--- src/rtl/core/wofd_pkg.sv ---
// ============================================================================
// wofd_pkg
// Shared constants, types and helpers of the wheel odometer finish detector.
// ============================================================================
package wofd_pkg;

    localparam int FRAC_BITS   = 16;
    localparam int COUNT_WIDTH = 32;
    localparam int FIELD_W     = 32;
    localparam int DIST_W      = 48;
    localparam int SCALE_W     = 20;
    localparam int MM_W        = 20;
    localparam int MS_W        = 16;
    localparam int OFFSET_W    = 16;
    localparam int DELTA_W     = 32;
    localparam int DIFF_W      = DELTA_W + 2;
    localparam int PROD_W      = DELTA_W + SCALE_W;
    localparam int SHIFT_UP    = (FRAC_BITS >= 16) ? FRAC_BITS - 16 : 0;
    localparam int SHIFT_DOWN  = (FRAC_BITS >= 16) ? 0 : 16 - FRAC_BITS;
    localparam int SCALED_W    = PROD_W + SHIFT_UP;
    localparam int TIMER_W     = 32;
    localparam int TP_W        = 3;
    localparam int ADDR_W      = 5;
    localparam int DATA_W      = 32;

    typedef logic [DIST_W-1:0] dist_t;

    localparam dist_t DIST_MAX = {DIST_W{1'b1}};

    typedef enum logic [2:0] {
        REG_LEFT_SCALE   = 3'd0,
        REG_RIGHT_SCALE  = 3'd1,
        REG_ENABLE_MM    = 3'd2,
        REG_CONFIRM_MS   = 3'd3,
        REG_STOP_OFFSET  = 3'd4,
        REG_POINT_B      = 3'd5,
        REG_POINT_C      = 3'd6,
        REG_POINT_D      = 3'd7
    } reg_addr_t;

    typedef enum logic [TP_W-1:0] {
        TP_START  = 3'd0,
        TP_B      = 3'd1,
        TP_C      = 3'd2,
        TP_D      = 3'd3,
        TP_FINISH = 3'd4
    } track_point_t;

    typedef struct packed {
        logic [SCALE_W-1:0]  left_scale;
        logic [SCALE_W-1:0]  right_scale;
        logic [MM_W-1:0]     enable_mm;
        logic [MS_W-1:0]     confirm_ms;
        logic [OFFSET_W-1:0] stop_offset;
        logic [MM_W-1:0]     point_b;
        logic [MM_W-1:0]     point_c;
        logic [MM_W-1:0]     point_d;
    } cfg_t;

    typedef struct packed {
        logic            op;
        logic            clr;
        logic            marker;
        logic [MS_W-1:0] elapsed;
        dist_t           left;
        dist_t           right;
    } wheel_t;

    typedef struct packed {
        dist_t path;
        dist_t left;
        dist_t right;
        logic  enabled;
        logic  confirmed;
        dist_t latched;
        dist_t stop;
    } flags_t;

    typedef struct packed {
        dist_t        path;
        dist_t        left;
        dist_t        right;
        track_point_t track_point;
        logic         enabled;
        logic         done;
        dist_t        marker;
        dist_t        stop;
        logic         reached;
        dist_t        remaining;
    } result_t;

    function automatic dist_t mm_to_dist(input logic [MM_W-1:0] mm);
        dist_t d;
        d = dist_t'(mm);
        return d << FRAC_BITS;
    endfunction

    function automatic dist_t sat_add(input dist_t a, input dist_t b);
        logic [DIST_W:0] s;
        s = {1'b0, a} + {1'b0, b};
        return s[DIST_W] ? DIST_MAX : s[DIST_W-1:0];
    endfunction

endpackage

--- src/rtl/core/wofd_report.sv ---
// ============================================================================
// wofd_report
// Track point, stop status and remaining distance; result register.
// ============================================================================
module wofd_report
(
    input  logic               clk,
    input  logic               rst_n,
    input  wofd_pkg::cfg_t     cfg,
    input  logic               in_valid,
    output logic               in_ready,
    input  wofd_pkg::flags_t   in_data,
    output logic               out_valid,
    input  logic               out_ready,
    output wofd_pkg::result_t  out_data
);
    import wofd_pkg::*;

    logic          o_valid_reg;
    result_t       o_data_reg;
    result_t       result_next;
    logic          o_en;

    assign o_en     = !o_valid_reg || out_ready;
    assign in_ready = o_en;

    always_comb
    begin
        result_next.path    = in_data.path;
        result_next.left    = in_data.left;
        result_next.right   = in_data.right;
        result_next.enabled = in_data.enabled;
        result_next.done    = in_data.confirmed;
        result_next.marker  = in_data.latched;
        result_next.stop    = in_data.stop;
        if (in_data.confirmed)
        begin
            result_next.track_point = TP_FINISH;
        end
        else if (in_data.path >= mm_to_dist(cfg.point_d))
        begin
            result_next.track_point = TP_D;
        end
        else if (in_data.path >= mm_to_dist(cfg.point_c))
        begin
            result_next.track_point = TP_C;
        end
        else if (in_data.path >= mm_to_dist(cfg.point_b))
        begin
            result_next.track_point = TP_B;
        end
        else
        begin
            result_next.track_point = TP_START;
        end
        result_next.reached   = in_data.confirmed && (in_data.path >= in_data.stop);
        result_next.remaining = (in_data.confirmed && (in_data.path < in_data.stop))
                              ? (in_data.stop - in_data.path) : '0;
    end

    always_ff @(posedge clk or negedge rst_n)
    begin
        if (!rst_n)
        begin
            o_valid_reg <= 1'b0;
        end
        else if (o_en)
        begin
            o_valid_reg <= in_valid;
        end
    end

    always_ff @(posedge clk)
    begin
        if (in_valid && o_en)
        begin
            o_data_reg <= result_next;
        end
    end

    assign out_valid = o_valid_reg;
    assign out_data  = o_data_reg;

    a_reached_no_remaining: assert property (@(posedge clk) disable iff (!rst_n)
        (o_valid_reg && o_data_reg.reached) |-> (o_data_reg.remaining == '0))
        else $error("stop reached with distance still remaining");

endmodule

--- config.mk ---
export PLATFORM = sky130hd
export DESIGN_NAME = wofd_report
export DESIGN_NICKNAME = d
export VERILOG_FILES = /design/src/rtl/core/wofd_pkg.sv /design/src/rtl/core/wofd_report.sv
export SDC_FILE = /design/constraint.sdc
export NUM_CORES = 1
export LEC_CHECK = 0
export BUFFER_PORTS_ARGS = -buffer_cell sky130_fd_sc_hd__buf_4
export CAP_MARGIN = 30
export CORE_AREA = 5 5 270 272
export DETAILED_ROUTE_END_ITERATION = 16
export DIE_AREA = 0 0 275 277
export HOLD_SLACK_MARGIN = 0.15
export PLACE_DENSITY_LB_ADDON = 0.1
export SYNTH_ARGS = -nofsm -noshare
export SYNTH_HDL_FRONTEND = slang
export SYNTH_SLANG_ARGS = --single-unit
export TNS_END_PERCENT = 5
--- constraint.sdc ---
create_clock -name clk -period 13.1 [get_ports clk]
set_input_delay 3.275 -clock clk [delete_from_list [all_inputs] [get_ports clk]]
set_output_delay 3.275 -clock clk [all_outputs]
set_load 0.05 [all_outputs]
* Word level (Yosys, flattened, before mapping) *
Index checks and enable logic that the tools add are counted.

storage, ports and cells
  output and inout port bits = 296
  input port bits = 398
  register bits after elaboration = 295
  logic and storage cells = 25

cells by class
  $lt $le $gt $ge = 5
  mux-type cells = 3
  reductions and logical operators = 5
  $add $sub $neg = 1

operator list
  kind               number
  $ge 48x36->1       3
  $ge 48x48->1       1
  $lt 48x48->1       1
  $sub 48x48->48     1
  $mux 2             2
  $logic_and 1x1->1  3
  $logic_not 1->1    1
  $logic_or 1x1->1   1
  $mux 1             1

* Longest topological paths before layout *
  word-level depth = 4
  mapped depth = 13
  mapped depth without buffers = 12

* Least setup slack after synthesis *
Ideal clock, no wire load.

  path kind = in2reg
  start point = in out_ready
  end point = reg o_data_reg (netlist bit out_data[0]), enable pin
  data arrival time = 10.461 ns
  path slack = 1.947 ns
  buffers on the path = 0
  data required time = 12.408 ns
  setup time = 0.692 ns
  stages = 2
  path through = nand2b_1 and2_1

on the way
  word-level cells in the longest chain between the ends = 2

RTL lines
  item                    line               RTL
  start: declaration      wofd_report.sv:14  input logic out_ready,
  $logic_or 1x1->1        wofd_report.sv:24  assign o_en = !o_valid_reg || out_ready;
  $logic_and 1x1->1       wofd_report.sv:75  if (in_valid && o_en)
  end signal: assignment  wofd_report.sv:77  o_data_reg <= result_next;
  end: declaration        wofd_report.sv:20  result_t o_data_reg;

No other way between the ends.
A chain may end at the register's enable or synchronous reset.

* Worst setup path after layout *
  start point = in out_ready
  end point = out in_ready

on the way
  word-level cells in the longest chain between the ends = 1

RTL lines
  item              line               RTL
  $logic_or 1x1->1  wofd_report.sv:24
  end: declaration  wofd_report.sv:11  output logic in_ready,

No other way between the ends.

==> impl_metrics.toml <==
[status]
status = "completed"

[logic_synthesis]
synth_top_area_frac = 0.646
synth_edf_count = 294
synthTopCellsByArea = "edfxtp_1 (65%), ha_1 (9.9%), inv_1 (3.4%), a21oi_1 (2.7%), a21o_1 (2.1%)"
ys_ff_latch = 295
syn_nets = 1535
async_flop_share = 0.00339
yosysUniqueCellTypes = 62
synth_common_cells = "edfxtp_1 (294), inv_1 (123), ha_1 (108)"
synthCells = 1028
synth.largest_area_cell = "edfxtp_1"
synthesis.area_sq_mm = 0.0137
ys_warn_count = 0
synthFlopType = "edfxtp_1"
synth.most_common_cell = "edfxtp_1"
yosysSeqAreaShare = 0.647
synth_area_per_cell_sq_um = 13.3

[floorplan]
core-area_sq_mm = 0.0705
fp.dieH_um = 277
fp-row-count = 98
start_util = 0.194
ioPinCount = 694
dieArea_sq_mm = 0.0762
die_w_um = 275

[pwr]
combPwrFrac = 0.215
power_leakage_nw = 8.98
switching_share = 0.301
finalPower_mw = 2.76
p_int_mw = 1.93
power_density_mw_per_mm2 = 134
pwr-share-seq = 0.405
clkPwrFrac = 0.380
peakVddDrop_v = 0.0000779
p_switching_mw = 0.831

[clock_network]
clockRootBuffer = "clkbuf_16"
postCtsSetupRepairBufs = 0
cts_hold_buffers = 0
cts.sinks = 295
htreeDepth = 2
ctsResizeCount = 0
clock_path_buffers = 3
cts_tree = "built"
numCtsBuffers = 40
path_clk_slew_ps = 50
insertion_delay_ps = 550

[detailed_routing]
via_count = 10700
wl_per_cell_um = 21.9
wl_um = 57800
drc = 0
first_pass_iters = 4
drtAntennaViolNets = 0
drtIter0Drc = 392
vias_per_cell = 4.05

[place]
portBuffers = 601
gp_congestion = 0.765
pre_cts_ws_ps = 5950
placed_area_sq_mm = 0.0193
dp_hpwl_um = 47400

[global_route]
grt_overflow = 0
grt_max_degree = 69
antenna_found_initial = 10
grt_pass1_vias = 11100
grt_pass1_wl_um = 79600
grt_usage = 0.143

[sta]
postLayoutSetupSlackWorst_ps = 6050
rsz0062_at_grt = "false"
setup_viol = 0
setup_tns_ps = 0
period_needed_ps = 7050
maxSlewViolCount = 0
fmaxAchievable_mhz = 142
skew_ps = 13.3
tightest_slew_ps = 971
final.period_utilization = 0.538
relSlewSlack = 0.353
finalHoldViolations = 0

[critical_path]
crit_path_top_delay_cell = "buf_4"
cpPeakStageDelay_ps = 220
r2r_slack_ps = 9810
crit_chain = "buf_4 > nand2b_1 > buf_4"
worst_ep_arrival_time_ps = 3780
crit_type = "input pin to output port"
end_kind = "output port"
critPathLaunchType = "input pin"
cpMostUsedCell = "buf_4"
critPathMaxFanout = 3
required_ps = 9820

[final_layout]
final_area_sq_mm = 0.0206
layout-drive-gt1-share = 0.400
area_growth_pct = 50.3
fin_nets = 2164

[worst_hold_path]
hold_path.class = "flop to flop"

[flow_run]
maxCapViolCount = 0
==> sequential cells by signal, summed over array words and instances (netlist names) <==
| signal | flops |
|---|---|
| out_data | 294 |
| out_valid | 1 |
==> area by class of cell <==
cell class                      instances  area, sq um
Timing Repair Buffer                  607         4550
Tap cell                              950         1190
Antenna cell                            5         12.5
Multi-Input combinational cell        590         4260
Sequential cell                       295         8850
Fill cell                            7373        49900
Clock inverter                         20          196
Inverter                              123          462
Clock buffer                           49         1030
==> routing by layer <==
metal | vias up | part of all wire | global-route usage
met5 | - | 0.0015 | 0
met3 | 88 | 0.10 | 0.0615
li1 | 5070 | - | -
met1 | 5097 | 0.36 | 0.151
met2 | 409 | 0.51 | 0.259
met4 | 12 | 0.022 | 0.0344
==> power groups by stage <==
stage	clock, mW	sequential [mW]	combinational (mW)
2_1_floorplan	0	1.33	0.178
3_3_place_gp	0	1.14	0.603
3_5_place_dp	0	1.14	0.605
4_1_cts	1.10	1.12	0.606
5_1_grt	1.14	1.12	0.637
6_report	1.05	1.12	0.593
==> path summary, 6_finish.rpt <==
check,from,endpoint,cells past startpoint
setup / recovery,out_ready,in_ready,3
hold / removal,out_valid,out_valid,2
setup reg to reg,out_valid,out_data[280],4
hold reg to reg,out_valid,out_valid,2
max in group asynchronous,rst_n,out_valid,1
min in group asynchronous,rst_n,out_valid,1
==> per-stage QoR <==
| stage | utilization | std cells | hold WS, ps |
|---|---|---|---|
| 2_1_floorplan | - | 1028 | 1180 |
| 3_3_place_gp | 0.274 | 2564 | 521 |
| 3_5_place_dp | 0.274 | 2565 | 538 |
| 4_1_cts | 0.291 | 2634 | 555 |
| 5_1_grt | 0.292 | 2636 | 584 |
| 6_report | 0.292 | 2639 | 559 |
==> cells by family (layout without fill, tap and decap cells) <==
kind of cell    after synthesis  in the layout  share of synthesized area
compound gates              226            226                      0.108
xor+xnor                     37             37                     0.0237
fa+ha+maj                   109            109                      0.100
buf+inv                     143            799                     0.0414
flops                       295            295                      0.647
mux                           1              1                   0.000823
other cells                   0              5                          0
simple gates                217            217                     0.0788
==> worst max-delay path, delay by kind of cell <==
family / cells / cell delay [ps]
AND/OR/NAND/NOR: 1 / 170
buffers and inverters: 2 / 330
==> layout by cell type (no fill, tap or decap), types with 8 or more instances in the layout <==
master,synthesis,layout
clkbuf_16,0,40
buf_4,0,606
xnor2_1,18,18
and3_1,8,8
nor3_1,13,13
nand4_1,21,21
a21o_1,38,38
nand3_1,10,10
edfxtp_1,294,294
nor4_1,8,8
ha_1,108,108
inv_1,123,123
nand2b_1,10,10
o21bai_1,10,10
o21ai_0,38,38
clkbuf_1,2,9
nand2_1,47,47
a21oi_1,73,73
o21a_1,13,13
xor2_1,19,19
nor2b_1,14,14
nor2_1,68,68
No activity file was read; power rests on OpenSTA's default activity.
