===== src/rtl/core/wofd_pkg.sv =====
// ============================================================================
// wofd_pkg
// Shared constants, types and helpers of the wheel odometer finish detector.
// ============================================================================
package wofd_pkg;

    localparam int FRAC_BITS   = 16;
    localparam int COUNT_WIDTH = 32;
    localparam int FIELD_W     = 32;
    localparam int DIST_W      = 48;
    localparam int SCALE_W     = 20;
    localparam int MM_W        = 20;
    localparam int MS_W        = 16;
    localparam int OFFSET_W    = 16;
    localparam int DELTA_W     = 32;
    localparam int DIFF_W      = DELTA_W + 2;
    localparam int PROD_W      = DELTA_W + SCALE_W;
    localparam int SHIFT_UP    = (FRAC_BITS >= 16) ? FRAC_BITS - 16 : 0;
    localparam int SHIFT_DOWN  = (FRAC_BITS >= 16) ? 0 : 16 - FRAC_BITS;
    localparam int SCALED_W    = PROD_W + SHIFT_UP;
    localparam int TIMER_W     = 32;
    localparam int TP_W        = 3;
    localparam int ADDR_W      = 5;
    localparam int DATA_W      = 32;

    typedef logic [DIST_W-1:0] dist_t;

    localparam dist_t DIST_MAX = {DIST_W{1'b1}};

    typedef enum logic [2:0] {
        REG_LEFT_SCALE   = 3'd0,
        REG_RIGHT_SCALE  = 3'd1,
        REG_ENABLE_MM    = 3'd2,
        REG_CONFIRM_MS   = 3'd3,
        REG_STOP_OFFSET  = 3'd4,
        REG_POINT_B      = 3'd5,
        REG_POINT_C      = 3'd6,
        REG_POINT_D      = 3'd7
    } reg_addr_t;

    typedef enum logic [TP_W-1:0] {
        TP_START  = 3'd0,
        TP_B      = 3'd1,
        TP_C      = 3'd2,
        TP_D      = 3'd3,
        TP_FINISH = 3'd4
    } track_point_t;

    typedef struct packed {
        logic [SCALE_W-1:0]  left_scale;
        logic [SCALE_W-1:0]  right_scale;
        logic [MM_W-1:0]     enable_mm;
        logic [MS_W-1:0]     confirm_ms;
        logic [OFFSET_W-1:0] stop_offset;
        logic [MM_W-1:0]     point_b;
        logic [MM_W-1:0]     point_c;
        logic [MM_W-1:0]     point_d;
    } cfg_t;

    typedef struct packed {
        logic            op;
        logic            clr;
        logic            marker;
        logic [MS_W-1:0] elapsed;
        dist_t           left;
        dist_t           right;
    } wheel_t;

    typedef struct packed {
        dist_t path;
        dist_t left;
        dist_t right;
        logic  enabled;
        logic  confirmed;
        dist_t latched;
        dist_t stop;
    } flags_t;

    typedef struct packed {
        dist_t        path;
        dist_t        left;
        dist_t        right;
        track_point_t track_point;
        logic         enabled;
        logic         done;
        dist_t        marker;
        dist_t        stop;
        logic         reached;
        dist_t        remaining;
    } result_t;

    function automatic dist_t mm_to_dist(input logic [MM_W-1:0] mm);
        dist_t d;
        d = dist_t'(mm);
        return d << FRAC_BITS;
    endfunction

    function automatic dist_t sat_add(input dist_t a, input dist_t b);
        logic [DIST_W:0] s;
        s = {1'b0, a} + {1'b0, b};
        return s[DIST_W] ? DIST_MAX : s[DIST_W-1:0];
    endfunction

endpackage


===== src/rtl/core/wofd_accum.sv =====
// ============================================================================
// wofd_accum
// Count deltas, per-wheel scaling and saturating wheel distance totals.
// ============================================================================
module wofd_accum
(
    input  logic                                     clk,
    input  logic                                     rst_n,
    input  wofd_pkg::cfg_t                           cfg,
    input  logic                                     in_valid,
    output logic                                     in_ready,
    input  logic                                     op,
    input  logic signed [wofd_pkg::FIELD_W-1:0]      left_count,
    input  logic signed [wofd_pkg::FIELD_W-1:0]      right_count,
    input  logic                                     marker_seen,
    input  logic [wofd_pkg::MS_W-1:0]                elapsed_ms,
    output logic                                     out_valid,
    input  logic                                     out_ready,
    output wofd_pkg::wheel_t                         out_data
);
    import wofd_pkg::*;

    // input stage
    logic                          a_valid_reg;
    logic                          a_op_reg;
    logic [COUNT_WIDTH-1:0]        a_left_reg;
    logic [COUNT_WIDTH-1:0]        a_right_reg;
    logic                          a_marker_reg;
    logic [MS_W-1:0]               a_elapsed_reg;
    logic                          a_en;

    logic [COUNT_WIDTH-1:0]        last_left_reg;
    logic [COUNT_WIDTH-1:0]        last_right_reg;
    logic                          baseline_reg;

    logic                          a_clr;
    logic signed [DIFF_W-1:0]      diff_l;
    logic signed [DIFF_W-1:0]      diff_r;
    logic [DIFF_W-1:0]             mag_l;
    logic [DIFF_W-1:0]             mag_r;
    logic [DELTA_W-1:0]            delta_l_next;
    logic [DELTA_W-1:0]            delta_r_next;

    // delta stage
    logic                          b_valid_reg;
    logic                          b_op_reg;
    logic                          b_clr_reg;
    logic                          b_marker_reg;
    logic [MS_W-1:0]               b_elapsed_reg;
    logic [DELTA_W-1:0]            b_delta_l_reg;
    logic [DELTA_W-1:0]            b_delta_r_reg;
    logic                          b_en;
    logic [PROD_W-1:0]             prod_l;
    logic [PROD_W-1:0]             prod_r;
    logic [SCALED_W-1:0]           scaled_l_next;
    logic [SCALED_W-1:0]           scaled_r_next;

    // product stage
    logic                          c_valid_reg;
    logic                          c_op_reg;
    logic                          c_clr_reg;
    logic                          c_marker_reg;
    logic [MS_W-1:0]               c_elapsed_reg;
    logic [SCALED_W-1:0]           c_scaled_l_reg;
    logic [SCALED_W-1:0]           c_scaled_r_reg;
    logic                          c_en;

    dist_t                         left_total_reg;
    dist_t                         right_total_reg;
    logic [SCALED_W:0]             sum_l;
    logic [SCALED_W:0]             sum_r;
    dist_t                         left_total_next;
    dist_t                         right_total_next;

    // output stage
    logic                          d_valid_reg;
    wheel_t                        d_data_reg;
    logic                          d_en;

    assign d_en     = !d_valid_reg || out_ready;
    assign c_en     = !c_valid_reg || d_en;
    assign b_en     = !b_valid_reg || c_en;
    assign a_en     = !a_valid_reg || b_en;
    assign in_ready = a_en;

    always_comb
    begin
        a_clr  = a_op_reg || !baseline_reg;
        diff_l = {{(DIFF_W-COUNT_WIDTH){a_left_reg[COUNT_WIDTH-1]}}, a_left_reg}
               - {{(DIFF_W-COUNT_WIDTH){last_left_reg[COUNT_WIDTH-1]}}, last_left_reg};
        diff_r = {{(DIFF_W-COUNT_WIDTH){a_right_reg[COUNT_WIDTH-1]}}, a_right_reg}
               - {{(DIFF_W-COUNT_WIDTH){last_right_reg[COUNT_WIDTH-1]}}, last_right_reg};
        mag_l  = diff_l[DIFF_W-1] ? DIFF_W'(-diff_l) : DIFF_W'(diff_l);
        mag_r  = diff_r[DIFF_W-1] ? DIFF_W'(-diff_r) : DIFF_W'(diff_r);
        delta_l_next = (|mag_l[DIFF_W-1:DELTA_W]) ? {DELTA_W{1'b1}} : mag_l[DELTA_W-1:0];
        delta_r_next = (|mag_r[DIFF_W-1:DELTA_W]) ? {DELTA_W{1'b1}} : mag_r[DELTA_W-1:0];
        if (a_clr)
        begin
            delta_l_next = '0;
            delta_r_next = '0;
        end
    end

    always_comb
    begin
        prod_l        = PROD_W'(b_delta_l_reg) * PROD_W'(cfg.left_scale);
        prod_r        = PROD_W'(b_delta_r_reg) * PROD_W'(cfg.right_scale);
        scaled_l_next = (SCALED_W'(prod_l) << SHIFT_UP) >> SHIFT_DOWN;
        scaled_r_next = (SCALED_W'(prod_r) << SHIFT_UP) >> SHIFT_DOWN;
    end

    always_comb
    begin
        sum_l = (c_clr_reg ? '0 : (SCALED_W+1)'(left_total_reg))
              + (SCALED_W+1)'(c_scaled_l_reg);
        sum_r = (c_clr_reg ? '0 : (SCALED_W+1)'(right_total_reg))
              + (SCALED_W+1)'(c_scaled_r_reg);
        left_total_next  = (|sum_l[SCALED_W:DIST_W]) ? DIST_MAX : sum_l[DIST_W-1:0];
        right_total_next = (|sum_r[SCALED_W:DIST_W]) ? DIST_MAX : sum_r[DIST_W-1:0];
    end

    always_ff @(posedge clk or negedge rst_n)
    begin
        if (!rst_n)
        begin
            a_valid_reg     <= 1'b0;
            b_valid_reg     <= 1'b0;
            c_valid_reg     <= 1'b0;
            d_valid_reg     <= 1'b0;
            baseline_reg    <= 1'b0;
            last_left_reg   <= '0;
            last_right_reg  <= '0;
            left_total_reg  <= '0;
            right_total_reg <= '0;
        end
        else
        begin
            if (a_en)
            begin
                a_valid_reg <= in_valid;
            end
            if (b_en)
            begin
                b_valid_reg <= a_valid_reg;
            end
            if (c_en)
            begin
                c_valid_reg <= b_valid_reg;
            end
            if (d_en)
            begin
                d_valid_reg <= c_valid_reg;
            end
            if (a_valid_reg && b_en)
            begin
                baseline_reg   <= 1'b1;
                last_left_reg  <= a_left_reg;
                last_right_reg <= a_right_reg;
            end
            if (c_valid_reg && d_en)
            begin
                left_total_reg  <= left_total_next;
                right_total_reg <= right_total_next;
            end
        end
    end

    always_ff @(posedge clk)
    begin
        if (in_valid && a_en)
        begin
            a_op_reg      <= op;
            a_left_reg    <= left_count[COUNT_WIDTH-1:0];
            a_right_reg   <= right_count[COUNT_WIDTH-1:0];
            a_marker_reg  <= marker_seen;
            a_elapsed_reg <= elapsed_ms;
        end
        if (a_valid_reg && b_en)
        begin
            b_op_reg      <= a_op_reg;
            b_clr_reg     <= a_clr;
            b_marker_reg  <= a_marker_reg;
            b_elapsed_reg <= a_elapsed_reg;
            b_delta_l_reg <= delta_l_next;
            b_delta_r_reg <= delta_r_next;
        end
        if (b_valid_reg && c_en)
        begin
            c_op_reg       <= b_op_reg;
            c_clr_reg      <= b_clr_reg;
            c_marker_reg   <= b_marker_reg;
            c_elapsed_reg  <= b_elapsed_reg;
            c_scaled_l_reg <= scaled_l_next;
            c_scaled_r_reg <= scaled_r_next;
        end
        if (c_valid_reg && d_en)
        begin
            d_data_reg.op      <= c_op_reg;
            d_data_reg.clr     <= c_clr_reg;
            d_data_reg.marker  <= c_marker_reg;
            d_data_reg.elapsed <= c_elapsed_reg;
            d_data_reg.left    <= left_total_next;
            d_data_reg.right   <= right_total_next;
        end
    end

    assign out_valid = d_valid_reg;
    assign out_data  = d_data_reg;

    a_restart_clears_totals: assert property (@(posedge clk) disable iff (!rst_n)
        (d_valid_reg && d_data_reg.op) |-> (d_data_reg.left == '0 && d_data_reg.right == '0))
        else $error("restart transaction left nonzero totals");

    a_totals_match_output: assert property (@(posedge clk) disable iff (!rst_n)
        (c_valid_reg && d_en) |=> (d_data_reg.left == left_total_reg
                                   && d_data_reg.right == right_total_reg))
        else $error("wheel totals and forwarded distances disagree");

endmodule


===== config.mk =====
export PLATFORM = sky130hd
export DESIGN_NAME = wofd_accum
export DESIGN_NICKNAME = d
export VERILOG_FILES = /design/src/rtl/core/wofd_pkg.sv /design/src/rtl/core/wofd_accum.sv
export SDC_FILE = /design/constraint.sdc
export NUM_CORES = 2
export LEC_CHECK = 0
export ABC_CLOCK_PERIOD_IN_PS = 12700
export BUFFER_PORTS_ARGS = -buffer_cell sky130_fd_sc_hd__buf_2
export CAP_MARGIN = 10
export CORE_ASPECT_RATIO = 2
export CORE_MARGIN = 2
export CORE_UTILIZATION = 30
export DETAILED_ROUTE_END_ITERATION = 6
export SLEW_MARGIN = 10
export SYNTH_ARGS = -nofsm -noshare
export SYNTH_HDL_FRONTEND = slang
export SYNTH_SLANG_ARGS = --single-unit

===== constraint.sdc =====
create_clock -name clk -period 12.7 [get_ports clk]
set_input_delay 1.27 -clock clk [delete_from_list [all_inputs] [get_ports clk]]
set_output_delay 1.27 -clock clk [all_outputs]
set_load 0.005 [all_outputs]

======== After elaboration in Yosys (flattened, before gate mapping) ========
Cells that the tools add are included.
operators by class
  add/subtract/negate cells ............... 6
  $mul .................................... 2
  muxes and demuxes ....................... 8
  reductions and logical operators ........ 18
operators with widths
  cell               count
  $mux 48            4
  $add 48x52->53     2
  $mul 32x20->52     2
  $mux 34            2
  $neg 33->34        2
  $sub 32x32->33     2
  $mux 32            2
  $reduce_or 5->1    2
  $logic_not 1->1    5
  $logic_or 1x1->1   5
  $logic_and 1x1->1  4
  $reduce_or 2->1    2
word-level totals
  bits in registers ....................... 568
  output and inout port bits .............. 117
  logic and storage cells ................. 66

======== Longest topological paths before layout ========
  depth in word-level cells ............... 6
  depth in mapped cells ................... 29

======== Worst setup path after synthesis ========
No wires, ideal clock.
  path type ............................... input to register
  start ................................... in cfg[114] (netlist name)
  end ..................................... reg c_scaled_r_reg[44] (data pin)
  arrival ................................. 7884 ps
  required time ........................... 12436 ps
  path slack .............................. 4552 ps
  stages on the path ...................... 28
  buffers on the path ..................... 1
  cell sequence ........................... clkbuf_1 -> and2_1 -> fa_1 -> fa_1 -> inv_1 -> fa_1 -> inv_1 -> fa_1 -> inv_1 -> fa_1 -> inv_1 -> fa_1 -> inv_1 -> fa_1 -> inv_1 -> ha_1 -> and4_1 -> and3_1 -> a221oi_1 -> o21ai_0 -> a31oi_1 -> nor4_1 -> nor3_1 -> o41ai_1 -> a21boi_0 -> nor2b_1 -> a221oi_1 -> xnor2_1
between the ends
  cells in the longest elaborated chain, start to end .. 1
RTL lines
  item                    line               text
  start: declaration      wofd_accum.sv:9    input wofd_pkg::cfg_t cfg,
  $mul 32x20->52          wofd_accum.sv:107  prod_r = PROD_W'(b_delta_r_reg) * PROD_W'(cfg.right_scale);
  named net prod_r[44]    wofd_accum.sv:54   logic [PROD_W-1:0] prod_r;
  end signal: assignment  wofd_accum.sv:194  c_scaled_r_reg <= scaled_r_next;
  end: declaration        wofd_accum.sv:65   logic [SCALED_W-1:0] c_scaled_r_reg;
The timed path passes the listed nets, and every way through them passes these cells.
A chain may end at the register's enable or synchronous reset.

======== Worst setup path in the final report ========
  start ................................... in cfg[117] (netlist name)
  end ..................................... reg c_scaled_r_reg[44] (data pin)
Same word-level chain as after synthesis.

==> metrics <==
number of synthesized flops with an enable pin=403; register area=16200 µm²; gr ovfl total=0; cell area after synthesis=70800 µm²; cell area after layout=roughly 77000 µm²; cells after synthesis=7472; first-pass GRT wire length=313000 µm; Hold WC Path Type=reg -> reg; TNS Setup=0 ns; Critical Path Start Type=input port; CP max FO=32; clk slew on worst S/H paths=0.07 ns; Most used DFF post-synth=edfxtp_1; Max-Cap Viols=0; CTS Hold Bufs=0; CTS Buf Count=58; Tmin final=9.12 ns; period utilisation layout=71.8%; top cell type's share of synthesized area=a little under a third; final slew viol count=0; CTS tree=yes; gr usage total=16.6%; final setup fails=0; ANT nets after route=0; share of layout cells above drive strength 1=5.97%; die area=240000 µm²; kind of critical path=in -> reg; via count=51700; WL final=about 200000 µm; FILL cells=approximately 24000; ys async rst share=29.0%; Hold Vio Cnt, Final=0; Mapped Nets=9272; row count=around 250; outcome=complete, no violations; largest net degree at the start of global routing=181; Buffers on Ports=approximately 240; vias per cell=4.89; Slew headroom=between 10% and 20%; count leader, synth=inv_1; Sink Count=approximately 570; DR DRC count=0; Area after DPL=between 70000 and 80000 µm²; Yosys top cell by area=fa_1; footprint of the multi-input gates=48300 µm²; wire per inst=18.8 µm; post-DP HPWL=156000 µm; CTS max path bufs=3; CTS H-tree lvls=2; Setup Fix Bufs, Post-CTS=0; clock skew=0.0895 ns; gpl congestion=0.907; Worst-Skew Late Latency=0.77 ns; max FFs per register=115; f_max=between 0.1 and 0.15 GHz; CP endpoint kind=flop; number of top-level pins=355; Die X=348 µm; Initial Util=a little under a third; Synth Register Bits=568; M1 WL=around 70000 µm; highest routed metal layer=met5; sequential fraction of the synthesis area=22.9%; Warnings, synthesis=0; DR WL met2=107000 µm; slowest cell on the critical path=buf_2; Worst Path Required=between 10 and 15 ns; initial antenna violation count=29; drt pass-1 iters=7; Synth area leaders=fa_1, edfxtp_1, ha_1; slew at the pin with the worst max-slew slack=1.23 ns; Cell variety after synth=between 90 and 100; Post-synth top cells=inv_1, fa_1, nand2_1; initial DRC count=2375; Layout area overhead=8.72%; fin nets=9258; vias in the first global route=57800; Arrival @ worst endpoint=9.61 ns; post_cts resized=0; total core area=235000 µm²; Die Y=about 690 µm; Avg Cell Area, Syn=9.48 µm²; CTS root buf=clkbuf_16; RSZ-0062 raised after global routing=false; CP cell instances=buf_2 > nand2_1 > fa_1 > fa_1 > fa_1 > fa_1 > inv_1 > fa_1 > fa_1 > inv_1 > fa_1 > inv_1 > ha_1 > and3_1 > a221oi_1 > o21ai_0 > a31oi_1 > nor4_1 > nor3_1 > o41ai_1 > a21boi_0 > nor2b_1 > a221oi_1 > xnor2_1; Worst path max stage delay=0.75 ns; most used cell, CP=fa_1; Met3 Routed Length=8610 µm
## cell usage in the layout (no fill, tap or decap), types with 34 or more instances in the layout
cell type	netlist	layout
a21o_1	169	169
a21oi_1	368	367
a31oi_1	74	73
and2_1	631	628
buf_2	15	241
buf_4	0	60
clkbuf_16	0	59
dfrtp_1	165	165
edfxtp_1	403	403
fa_1	1076	1076
ha_1	486	486
inv_1	1303	1303
nand2_1	1002	1002
nand2b_1	41	40
nand3_1	61	61
nand4_1	39	39
nor2_1	238	238
nor2b_1	125	125
nor3_1	34	34
o21a_1	37	37
o21ai_0	207	207
o21bai_1	41	41
xnor2_1	182	182
xor2_1	113	113
## final timing paths
check	startpoint	end	slack, ns	cells after the start
setup / recovery	cfg[117]	c_scaled_r_reg[44]	3.58	24
hold / removal	c_elapsed_reg[9]	out_data[105]	0.42	0
setup reg to reg	b_delta_r_reg[13]	c_scaled_r_reg[44]	4.04	25
hold reg to reg	c_elapsed_reg[9]	out_data[105]	0.42	0
max in group asynchronous	rst_n	right_total_reg[16]	10.78	2
min in group asynchronous	rst_n	last_left_reg[22]	0.47	1
## final cells by class
class	instances	share of cell area, %
multi-input combinational	5223	62.7
tap	3048	4.95
clock inverter	36	0.606
antenna	8	0.0260
timing repair buffer	303	2.19
clock buffer	74	2.05
inverter	1304	6.36
sequential	568	21.1
## kinds of logic (layout without fill, tap and decap cells)
logic type	after synthesis	in the layout	synth area share [%]
simple gates	2280	2280	15.8
buf+inv	1681	1717	8.93
fa+ha+maj	1562	1562	39.0
compound gates	1080	1080	9.62
flops	568	568	22.9
xor+xnor	295	295	3.65
mux	6	6	0.0883
other cells	0	8	0
## per-layer routing
metal	GRT usage [%]	up-vias
met1	16.9	26100
met2	31.9	1442
met5	0	-
met4	9.41	24
li1	-	23500
met3	2.22	664
## stage by stage
stage	std cells	utilization, %	setup slack (ns)	hold WS, ns
after floorplan	7472	-	4.55	0.400
after global placement	10400	31.9	2.87	0.403
after detailed placement	10400	31.9	2.84	0.405
after CTS	10600	32.7	3.69	0.420
after global routing	10600	32.7	3.29	0.423
final	10600	32.7	3.58	0.417
## critical path: cells and delay by family
family                   cells  cell delay (ns)
adder cells (fa/ha/maj)      8             3.98
AND/OR/NAND/NOR              5             1.14
AO/OA/AOI/OAI                6             2.16
XOR/XNOR                     1             0.13
buffers and inverters        4             0.89
Power is left out: the tool's default activity adds up to more than one toggle a clock period on the data nets, which glitch-free logic cannot reach.
