### src/rtl/core/wofd_pkg.sv
// ============================================================================
// wofd_pkg
// Shared constants, types and helpers of the wheel odometer finish detector.
// ============================================================================
package wofd_pkg;

    localparam int FRAC_BITS   = 16;
    localparam int COUNT_WIDTH = 32;
    localparam int FIELD_W     = 32;
    localparam int DIST_W      = 48;
    localparam int SCALE_W     = 20;
    localparam int MM_W        = 20;
    localparam int MS_W        = 16;
    localparam int OFFSET_W    = 16;
    localparam int DELTA_W     = 32;
    localparam int DIFF_W      = DELTA_W + 2;
    localparam int PROD_W      = DELTA_W + SCALE_W;
    localparam int SHIFT_UP    = (FRAC_BITS >= 16) ? FRAC_BITS - 16 : 0;
    localparam int SHIFT_DOWN  = (FRAC_BITS >= 16) ? 0 : 16 - FRAC_BITS;
    localparam int SCALED_W    = PROD_W + SHIFT_UP;
    localparam int TIMER_W     = 32;
    localparam int TP_W        = 3;
    localparam int ADDR_W      = 5;
    localparam int DATA_W      = 32;

    typedef logic [DIST_W-1:0] dist_t;

    localparam dist_t DIST_MAX = {DIST_W{1'b1}};

    typedef enum logic [2:0] {
        REG_LEFT_SCALE   = 3'd0,
        REG_RIGHT_SCALE  = 3'd1,
        REG_ENABLE_MM    = 3'd2,
        REG_CONFIRM_MS   = 3'd3,
        REG_STOP_OFFSET  = 3'd4,
        REG_POINT_B      = 3'd5,
        REG_POINT_C      = 3'd6,
        REG_POINT_D      = 3'd7
    } reg_addr_t;

    typedef enum logic [TP_W-1:0] {
        TP_START  = 3'd0,
        TP_B      = 3'd1,
        TP_C      = 3'd2,
        TP_D      = 3'd3,
        TP_FINISH = 3'd4
    } track_point_t;

    typedef struct packed {
        logic [SCALE_W-1:0]  left_scale;
        logic [SCALE_W-1:0]  right_scale;
        logic [MM_W-1:0]     enable_mm;
        logic [MS_W-1:0]     confirm_ms;
        logic [OFFSET_W-1:0] stop_offset;
        logic [MM_W-1:0]     point_b;
        logic [MM_W-1:0]     point_c;
        logic [MM_W-1:0]     point_d;
    } cfg_t;

    typedef struct packed {
        logic            op;
        logic            clr;
        logic            marker;
        logic [MS_W-1:0] elapsed;
        dist_t           left;
        dist_t           right;
    } wheel_t;

    typedef struct packed {
        dist_t path;
        dist_t left;
        dist_t right;
        logic  enabled;
        logic  confirmed;
        dist_t latched;
        dist_t stop;
    } flags_t;

    typedef struct packed {
        dist_t        path;
        dist_t        left;
        dist_t        right;
        track_point_t track_point;
        logic         enabled;
        logic         done;
        dist_t        marker;
        dist_t        stop;
        logic         reached;
        dist_t        remaining;
    } result_t;

    function automatic dist_t mm_to_dist(input logic [MM_W-1:0] mm);
        dist_t d;
        d = dist_t'(mm);
        return d << FRAC_BITS;
    endfunction

    function automatic dist_t sat_add(input dist_t a, input dist_t b);
        logic [DIST_W:0] s;
        s = {1'b0, a} + {1'b0, b};
        return s[DIST_W] ? DIST_MAX : s[DIST_W-1:0];
    endfunction

endpackage

### src/rtl/core/wofd_finish.sv
// ============================================================================
// wofd_finish
// Path distance, detection enable, marker confirm timer and stop target.
// ============================================================================
module wofd_finish
(
    input  logic               clk,
    input  logic               rst_n,
    input  wofd_pkg::cfg_t     cfg,
    input  logic               in_valid,
    output logic               in_ready,
    input  wofd_pkg::wheel_t   in_data,
    output logic               out_valid,
    input  logic               out_ready,
    output wofd_pkg::flags_t   out_data
);
    import wofd_pkg::*;

    logic                e_valid_reg;
    wheel_t              e_data_reg;
    dist_t               e_path_reg;
    logic                e_en;
    logic [DIST_W:0]     path_sum;

    logic                enabled_reg;
    logic                confirmed_reg;
    logic [TIMER_W-1:0]  timer_reg;
    dist_t               first_sight_reg;
    dist_t               latched_reg;
    dist_t               stop_reg;

    logic                en_base;
    logic                conf_base;
    logic [TIMER_W-1:0]  timer_base;
    dist_t               fs_base;
    dist_t               latched_base;
    dist_t               stop_base;

    logic                enabled_next;
    logic                confirmed_next;
    logic [TIMER_W-1:0]  timer_next;
    dist_t               first_sight_next;
    dist_t               latched_next;
    dist_t               stop_next;

    logic [TIMER_W:0]    timer_sum;
    logic [TIMER_W-1:0]  timer_sat;
    dist_t               fs_pick;
    dist_t               offset_dist;
    dist_t               stop_from_path;
    dist_t               stop_from_fs;
    dist_t               stop_pick;

    logic                f_valid_reg;
    flags_t              f_data_reg;
    logic                f_en;

    assign f_en     = !f_valid_reg || out_ready;
    assign e_en     = !e_valid_reg || f_en;
    assign in_ready = e_en;

    assign path_sum = {1'b0, in_data.left} + {1'b0, in_data.right};

    always_comb
    begin
        en_base      = e_data_reg.clr ? 1'b0 : enabled_reg;
        conf_base    = e_data_reg.clr ? 1'b0 : confirmed_reg;
        timer_base   = e_data_reg.clr ? '0 : timer_reg;
        fs_base      = e_data_reg.clr ? '0 : first_sight_reg;
        latched_base = e_data_reg.clr ? '0 : latched_reg;
        stop_base    = e_data_reg.clr ? '0 : stop_reg;

        timer_sum      = {1'b0, timer_base} + (TIMER_W+1)'(e_data_reg.elapsed);
        timer_sat      = timer_sum[TIMER_W] ? {TIMER_W{1'b1}} : timer_sum[TIMER_W-1:0];
        fs_pick        = (timer_base == '0) ? e_path_reg : fs_base;
        offset_dist    = mm_to_dist(MM_W'(cfg.stop_offset));
        stop_from_path = sat_add(e_path_reg, offset_dist);
        stop_from_fs   = sat_add(fs_base, offset_dist);
        stop_pick      = (timer_base == '0) ? stop_from_path : stop_from_fs;

        enabled_next     = en_base;
        confirmed_next   = conf_base;
        timer_next       = timer_base;
        first_sight_next = fs_base;
        latched_next     = latched_base;
        stop_next        = stop_base;

        if (!e_data_reg.op)
        begin
            if (e_path_reg >= mm_to_dist(cfg.enable_mm))
            begin
                enabled_next = 1'b1;
            end
            if (enabled_next && !conf_base)
            begin
                if (e_data_reg.marker)
                begin
                    first_sight_next = fs_pick;
                    timer_next       = timer_sat;
                    if (timer_sat >= TIMER_W'(cfg.confirm_ms))
                    begin
                        confirmed_next = 1'b1;
                        latched_next   = fs_pick;
                        stop_next      = stop_pick;
                    end
                end
                else
                begin
                    timer_next       = '0;
                    first_sight_next = '0;
                end
            end
            else
            begin
                timer_next = '0;
            end
        end
    end

    always_ff @(posedge clk or negedge rst_n)
    begin
        if (!rst_n)
        begin
            e_valid_reg     <= 1'b0;
            f_valid_reg     <= 1'b0;
            enabled_reg     <= 1'b0;
            confirmed_reg   <= 1'b0;
            timer_reg       <= '0;
            first_sight_reg <= '0;
            latched_reg     <= '0;
            stop_reg        <= '0;
        end
        else
        begin
            if (e_en)
            begin
                e_valid_reg <= in_valid;
            end
            if (f_en)
            begin
                f_valid_reg <= e_valid_reg;
            end
            if (e_valid_reg && f_en)
            begin
                enabled_reg     <= enabled_next;
                confirmed_reg   <= confirmed_next;
                timer_reg       <= timer_next;
                first_sight_reg <= first_sight_next;
                latched_reg     <= latched_next;
                stop_reg        <= stop_next;
            end
        end
    end

    always_ff @(posedge clk)
    begin
        if (in_valid && e_en)
        begin
            e_data_reg <= in_data;
            e_path_reg <= path_sum[DIST_W:1];
        end
        if (e_valid_reg && f_en)
        begin
            f_data_reg.path      <= e_path_reg;
            f_data_reg.left      <= e_data_reg.left;
            f_data_reg.right     <= e_data_reg.right;
            f_data_reg.enabled   <= enabled_next;
            f_data_reg.confirmed <= confirmed_next;
            f_data_reg.latched   <= latched_next;
            f_data_reg.stop      <= stop_next;
        end
    end

    assign out_valid = f_valid_reg;
    assign out_data  = f_data_reg;

    a_confirm_needs_enable: assert property (@(posedge clk) disable iff (!rst_n)
        confirmed_reg |-> enabled_reg)
        else $error("finish confirmed without detection enabled");

    a_stop_beyond_marker: assert property (@(posedge clk) disable iff (!rst_n)
        confirmed_reg |-> (stop_reg >= latched_reg))
        else $error("stop target below latched marker distance");

    a_timer_idle_when_off: assert property (@(posedge clk) disable iff (!rst_n)
        !enabled_reg |-> (timer_reg == '0))
        else $error("marker timer running while detection is off");

endmodule

### config.mk
export PLATFORM = sky130hd
export DESIGN_NAME = wofd_finish
export DESIGN_NICKNAME = d
export VERILOG_FILES = /design/src/rtl/core/wofd_pkg.sv /design/src/rtl/core/wofd_finish.sv
export SDC_FILE = /design/constraint.sdc
export NUM_CORES = 1
export LEC_CHECK = 0
export BUFFER_PORTS_ARGS = -buffer_cell sky130_fd_sc_hd__buf_2
export CORE_ASPECT_RATIO = 0.7
export CORE_MARGIN = 3
export CORE_UTILIZATION = 57
export CTS_CLUSTER_SIZE = 25
export DETAILED_ROUTE_END_ITERATION = 12
export PLACE_DENSITY = 0.79
export SETUP_SLACK_MARGIN = 0.3
export SYNTH_ARGS = -nofsm -noshare
export SYNTH_HDL_FRONTEND = slang
export SYNTH_SLANG_ARGS = --single-unit
export TNS_END_PERCENT = 1
### constraint.sdc
create_clock -name clk -period 18.65 [get_ports clk]
set_input_delay 3.73 -clock clk [delete_from_list [all_inputs] [get_ports clk]]
set_output_delay 3.73 -clock clk [all_outputs]
set_load 0.02 [all_outputs]
Word level (Yosys, flattened, before mapping)
Cells that the tools add are included.

Reductions and logical operators: 9. Multiplexer cells: 32. Order comparisons: 2. Add/sub/neg operators: 4.

Operator list (number): $mux 48 (18); $mux 32 (5); $add 48x32->49 (2); $add 48x48->49 (1); $ge 48x36->1 (1); $add 32x16->33 (1); $ge 32x16->1 (1); $logic_not 32->1 (1); $mux 1 (9); $logic_and 1x1->1 (3); $logic_not 1->1 (3); $logic_or 1x1->1 (2).

Register bits: 585. Word-level logic and storage cells: 69. Input port bits: 271.

Longest topological paths before layout
Depth in word-level cells: 8. Mapped depth: 30. Depth with buffers taken out: 23.

Worst setup path before layout
OpenSTA, ideal clock, no wires.

Path type: input to register. From: in out_ready. To: reg timer_reg[10]. Slack: 5.620 ns. Cell stages on the path: 7. Setup time: 0.121 ns. Arrival time: 12.909 ns. Cells stage by stage: nand2b_1 -> nand2_1 -> inv_1 -> buf_1 -> o21ai_0 -> clkbuf_1 -> a22o_1.

Longest elaborated chain between the ends: 2.

Ends and longest elaborated chain: start, declared (line wofd_finish.sv:14) `input logic out_ready,`; $logic_or 1x1->1 (line wofd_finish.sv:58) `assign f_en = !f_valid_reg || out_ready;`; $logic_and 1x1->1 (line wofd_finish.sv:143) `if (e_valid_reg && f_en)`; end signal, assigned (line wofd_finish.sv:147) `timer_reg <= timer_next;`; end, declared (line wofd_finish.sv:27) `logic [TIMER_W-1:0] timer_reg;`.

Every way passes these cells. A chain may end at the register's enable or synchronous reset.

Worst setup path in the final report
From: reg e_data_reg[113] (netlist name). To: reg stop_reg[43].

Longest elaborated chain between the ends: 8. Elaborated cells on any way between the ends: 20. Classes of those cells: add/sub: 2; order compare: 1; mux: 14; reduce/logical: 3.

Ends and longest elaborated chain: start, declared (line wofd_finish.sv:20) `wheel_t e_data_reg;`; start signal, assigned (line wofd_finish.sv:159) `e_data_reg <= in_data;`; $mux 32 / $mux 48 (equally long branches) (line wofd_finish.sv:68, wofd_finish.sv:69); $add 32x16->33 / $add 48x32->49 (equally long branches) (line wofd_finish.sv:73, wofd_pkg.sv:100); $mux 32 / $mux 48 (equally long branches) (line wofd_finish.sv:74, wofd_pkg.sv:101); $ge 32x16->1 / $mux 48 (equally long branches) (line wofd_finish.sv:100, wofd_finish.sv:79); $mux 48 (line wofd_finish.sv:100) `if (timer_sat >= TIMER_W'(cfg.confirm_ms))`; $mux 48 (line wofd_finish.sv:96) `if (e_data_reg.marker)`; $mux 48 (line wofd_finish.sv:94) `if (enabled_next && !conf_base)`; $mux 48 (*) (line wofd_finish.sv:88) `if (!e_data_reg.op)`; end signal, assigned (line wofd_finish.sv:150) `stop_reg <= stop_next;`; end, declared (line wofd_finish.sv:30) `dist_t stop_reg;`.

Mark *: on every way between the ends. The rest lies on a longest branch, timed or not. The select of a mux whose other input is x is not followed.

==> key figures <==
Routing
  • Post-Route WL: 81170 um
  • Final antenna-violating net count: 0
  • Post-DR wirelength/cell: 23.82 um
  • Vias per cell: 6.230
  • Initial DRC count: 2586
  • DRT Pass-1 Iters: 5
  • Met1 Wirelength: 34160 um
  • # DRC: 0
  • Met2 Wirelength: 36030 um
  • Top layer in use: met5
  • Vias: 21230
  • WL met3: 9111 um

Placement
  • Post-DP Area: 30730 um^2
  • DP Worst Slack: 9818 ps
  • Routability congestion estimate: 0.9554
  • Number of port buffers: 414
  • HPWL Detailed: 56040 um

Setup path
  • Top delay family on crit path: compound AO/OA/AOI/OAI gates
  • Worst path slowest cell: o21ai_4
  • Worst Path Buf+Inv: 5
  • Cell mode on critical path: buf_4
  • Number of cells on the critical path: 25
  • Critical Path RT: 19190 ps
  • FF-to-FF path depth: 25
  • CP endpoint kind: flip-flop
  • Startpoint Class: flip-flop
  • Slowest stage delay, CP: 870 ps
  • CP Max Fanout: 69
  • Kind of critical path: reg2reg
  • Worst Path Arrival: 9420 ps

Die
  • Core Area: 48290 um^2
  • DIE HEIGHT: 191.8 um
  • Die width: 271.4 um
  • Die area: 52040 um^2
  • # rows: 67
  • Initial Utilization: 58.19%
  • Boundary Pins: 515

GRT
  • Initial antenna violation count: 3
  • Largest net degree at the start of global routing: 115
  • Number of global-route vias before repair: 20530
  • GRT Overall Usage: 30.27%
  • Remaining global-route overflow: 0
  • First-pass GRT wire length: 121500 um

Synthesis
  • Sequential area share after synthesis: 59.32%
  • Synth warn: 0
  • Post-synthesis cell count: 2312
  • Number of flops mapped to enable cells by yosys: 405
  • Syn nets: 2718
  • Main flop type after synthesis: edfxtp_1
  • Fraction of registers with async set/reset: 30.77%
  • #FFs+latches synth: 585
  • Avg Inst Size Synth: 12.15 um^2
  • Synth unique cells: 80
  • Post-Syn Area: 28100 um^2

Power
  • Static leakage: 13.74 nW
  • Pwr Density: 108.4 nW/um^2
  • Maximum VDD drop: 136.9 uV
  • PnR Total Power: 3.540 mW

Timing
  • Final worst setup slack: 9767 ps
  • Final setup TNS: 0 ps
  • Worst Tran Pin Value: 1323 ps
  • Rel. slew slack: 11.15%
  • Final setup vio count: 0
  • Final Max Slew Viols: 0
  • Max frequency: 112.6 MHz
  • Min Hold Slack: 415.5 ps
  • Hold Vio Cnt, Final: 0
  • Min cycle time layout: 8883 ps
  • Worst Skew: 42.05 ps
  • Period utilisation layout: 47.63%
  • RSZ-0062 raised after global routing: false

Clock network
  • CTS Hold Bufs: 0
  • CTS tree: built
  • Post-CTS setup buffers: 0
  • Clock transition at path regs: 60 ps
  • Post_cts resized: 0
  • Clock net sink count: 585
  • CTS Buffer Depth: 3
  • Num CTS Buffers: 54
  • Clock Latency Late Sink: 640 ps
  • Clock Root Buffer: clkbuf_16
  • Depth of the CTS H-tree: 2

Status
  • Status: completed

Final layout
  • Fill cell count: 3501
  • Nets@finish: 3110
  • Area delta synth->final: 16.27%
  • Ratio of cells with drive above 1 in the final layout: 21.16%
  • Fin area: 32670 um^2
  • Max reg flops: 242

Worst hold path
  • Worst hold path type: reg2reg
  • Hold Crit Depth: 0

Run
  • Max Cap Viol: 0
final cells by class:
cell class | instances | area [um^2] | share of cell area [%]
antenna | 3 | 7.507 | 0.02298
clock buffer | 76 | 1577 | 4.826
clock inverter | 26 | 354.1 | 1.084
inverter | 73 | 282.8 | 0.8656
multi-input combinational | 1551 | 10690 | 32.73
sequential | 585 | 16670 | 51.02
tap | 655 | 819.5 | 2.509
timing repair buffer | 439 | 2268 | 6.944
power by group:
| part | total [mW] | internal [mW] | leakage [nW] | switching, mW |
|---|---|---|---|---|
| registers | 1.65 | 1.56 | 6.37 | 0.0905 |
| clock network | 1.19 | 0.679 | 0.938 | 0.508 |
| logic | 0.699 | 0.245 | 6.43 | 0.454 |
final timing paths:
| check | slack, ps | endpoint | from |
|---|---|---|---|
| min | 420 | out_data[145]$_DFFE_PP_ | e_data_reg[47]$_DFFE_PP_ |
| max | 9770 | stop_reg[43]$_DFFE_PN0P_ | e_data_reg[113]$_DFFE_PP_ |
| min in group asynchronous | 3190 | out_valid$_DFFE_PN0P_ | rst_n |
| min reg2reg | 420 | out_data[145]$_DFFE_PP_ | e_data_reg[47]$_DFFE_PP_ |
| max reg2reg | 9770 | stop_reg[43]$_DFFE_PN0P_ | e_data_reg[113]$_DFFE_PP_ |
| max in group asynchronous | 13910 | first_sight_reg[21]$_DFFE_PN0P_ | rst_n |
routing by layer:
layer | vias to the layer above | track usage [%]
met5 | - | 0
met1 | 10400 | 44.34
met4 | 2 | 7.691
met2 | 1195 | 45.12
met3 | 126 | 8.142
li1 | 9507 | -
cells in the mapped netlist, types with 5 or more instances:
library cell | n | area (um^2)
nor2b_1 | 71 | 444.2
mux2i_1 | 44 | 440.4
or3_1 | 5 | 31.28
xnor2_1 | 68 | 595.6
o2bb2ai_2 | 23 | 345.3
inv_1 | 72 | 270.3
a21o_1 | 55 | 412.9
mux2_2 | 5 | 56.30
buf_6 | 8 | 90.09
a31oi_1 | 16 | 100.1
and3_1 | 27 | 168.9
a211oi_1 | 13 | 97.59
a21oi_1 | 105 | 525.5
o211ai_1 | 8 | 60.06
and4_1 | 6 | 52.55
nor4_1 | 18 | 112.6
xor2_1 | 43 | 376.6
dfrtp_1 | 180 | 4504
edfxtp_1 | 405 | 12160
o21ai_0 | 209 | 1046
ha_1 | 131 | 1639
nand3_1 | 107 | 535.5
o21bai_1 | 7 | 52.55
and2_1 | 12 | 75.07
nor2_1 | 93 | 349.1
o21a_1 | 26 | 195.2
a21boi_0 | 5 | 37.54
buf_2 | 30 | 150.1
nor3_1 | 16 | 80.08
nand4_1 | 22 | 137.6
nand2b_1 | 19 | 118.9
o31ai_1 | 5 | 37.54
o22ai_1 | 44 | 275.3
o2bb2ai_1 | 71 | 621.9
a22o_1 | 31 | 271.5
nand2_1 | 175 | 656.9
clkbuf_1 | 57 | 214.0
through the flow:
step                instances  util (%)
CTS                      3405     67.64
finish                   3408     67.66
floorplan                2312         -
global placement         3303     63.64
detailed placement       3303     63.64
global route             3407     67.65
cells in the final DEF (no fill, tap or decap), types with 25 or more instances in the layout:
cell and n:
o21ai_0 208, nand2_1 175, clkbuf_16 56, xor2_1 43, nor2b_1 71, o21a_1 26, a21oi_1 105, edfxtp_1 405
and3_1 27, a22o_1 31, dfrtp_1 180, ha_1 131, o22ai_1 44, o2bb2ai_1 71, buf_2 413, xnor2_1 68
inv_1 70, nand3_1 107, buf_4 25, a21o_1 55, nor2_1 93, mux2i_1 44
cells by family after synthesis:
group | share of synthesized area, %
AOI/OAI and AO/OA | 16.20
xor gates and xnor gates | 3.460
buffers and inverters | 2.846
and+or+nand+nor | 10.30
adders and majority gates | 6.119
DFF | 59.32
muxes | 1.768
Power figures use the tool's default switching activity.
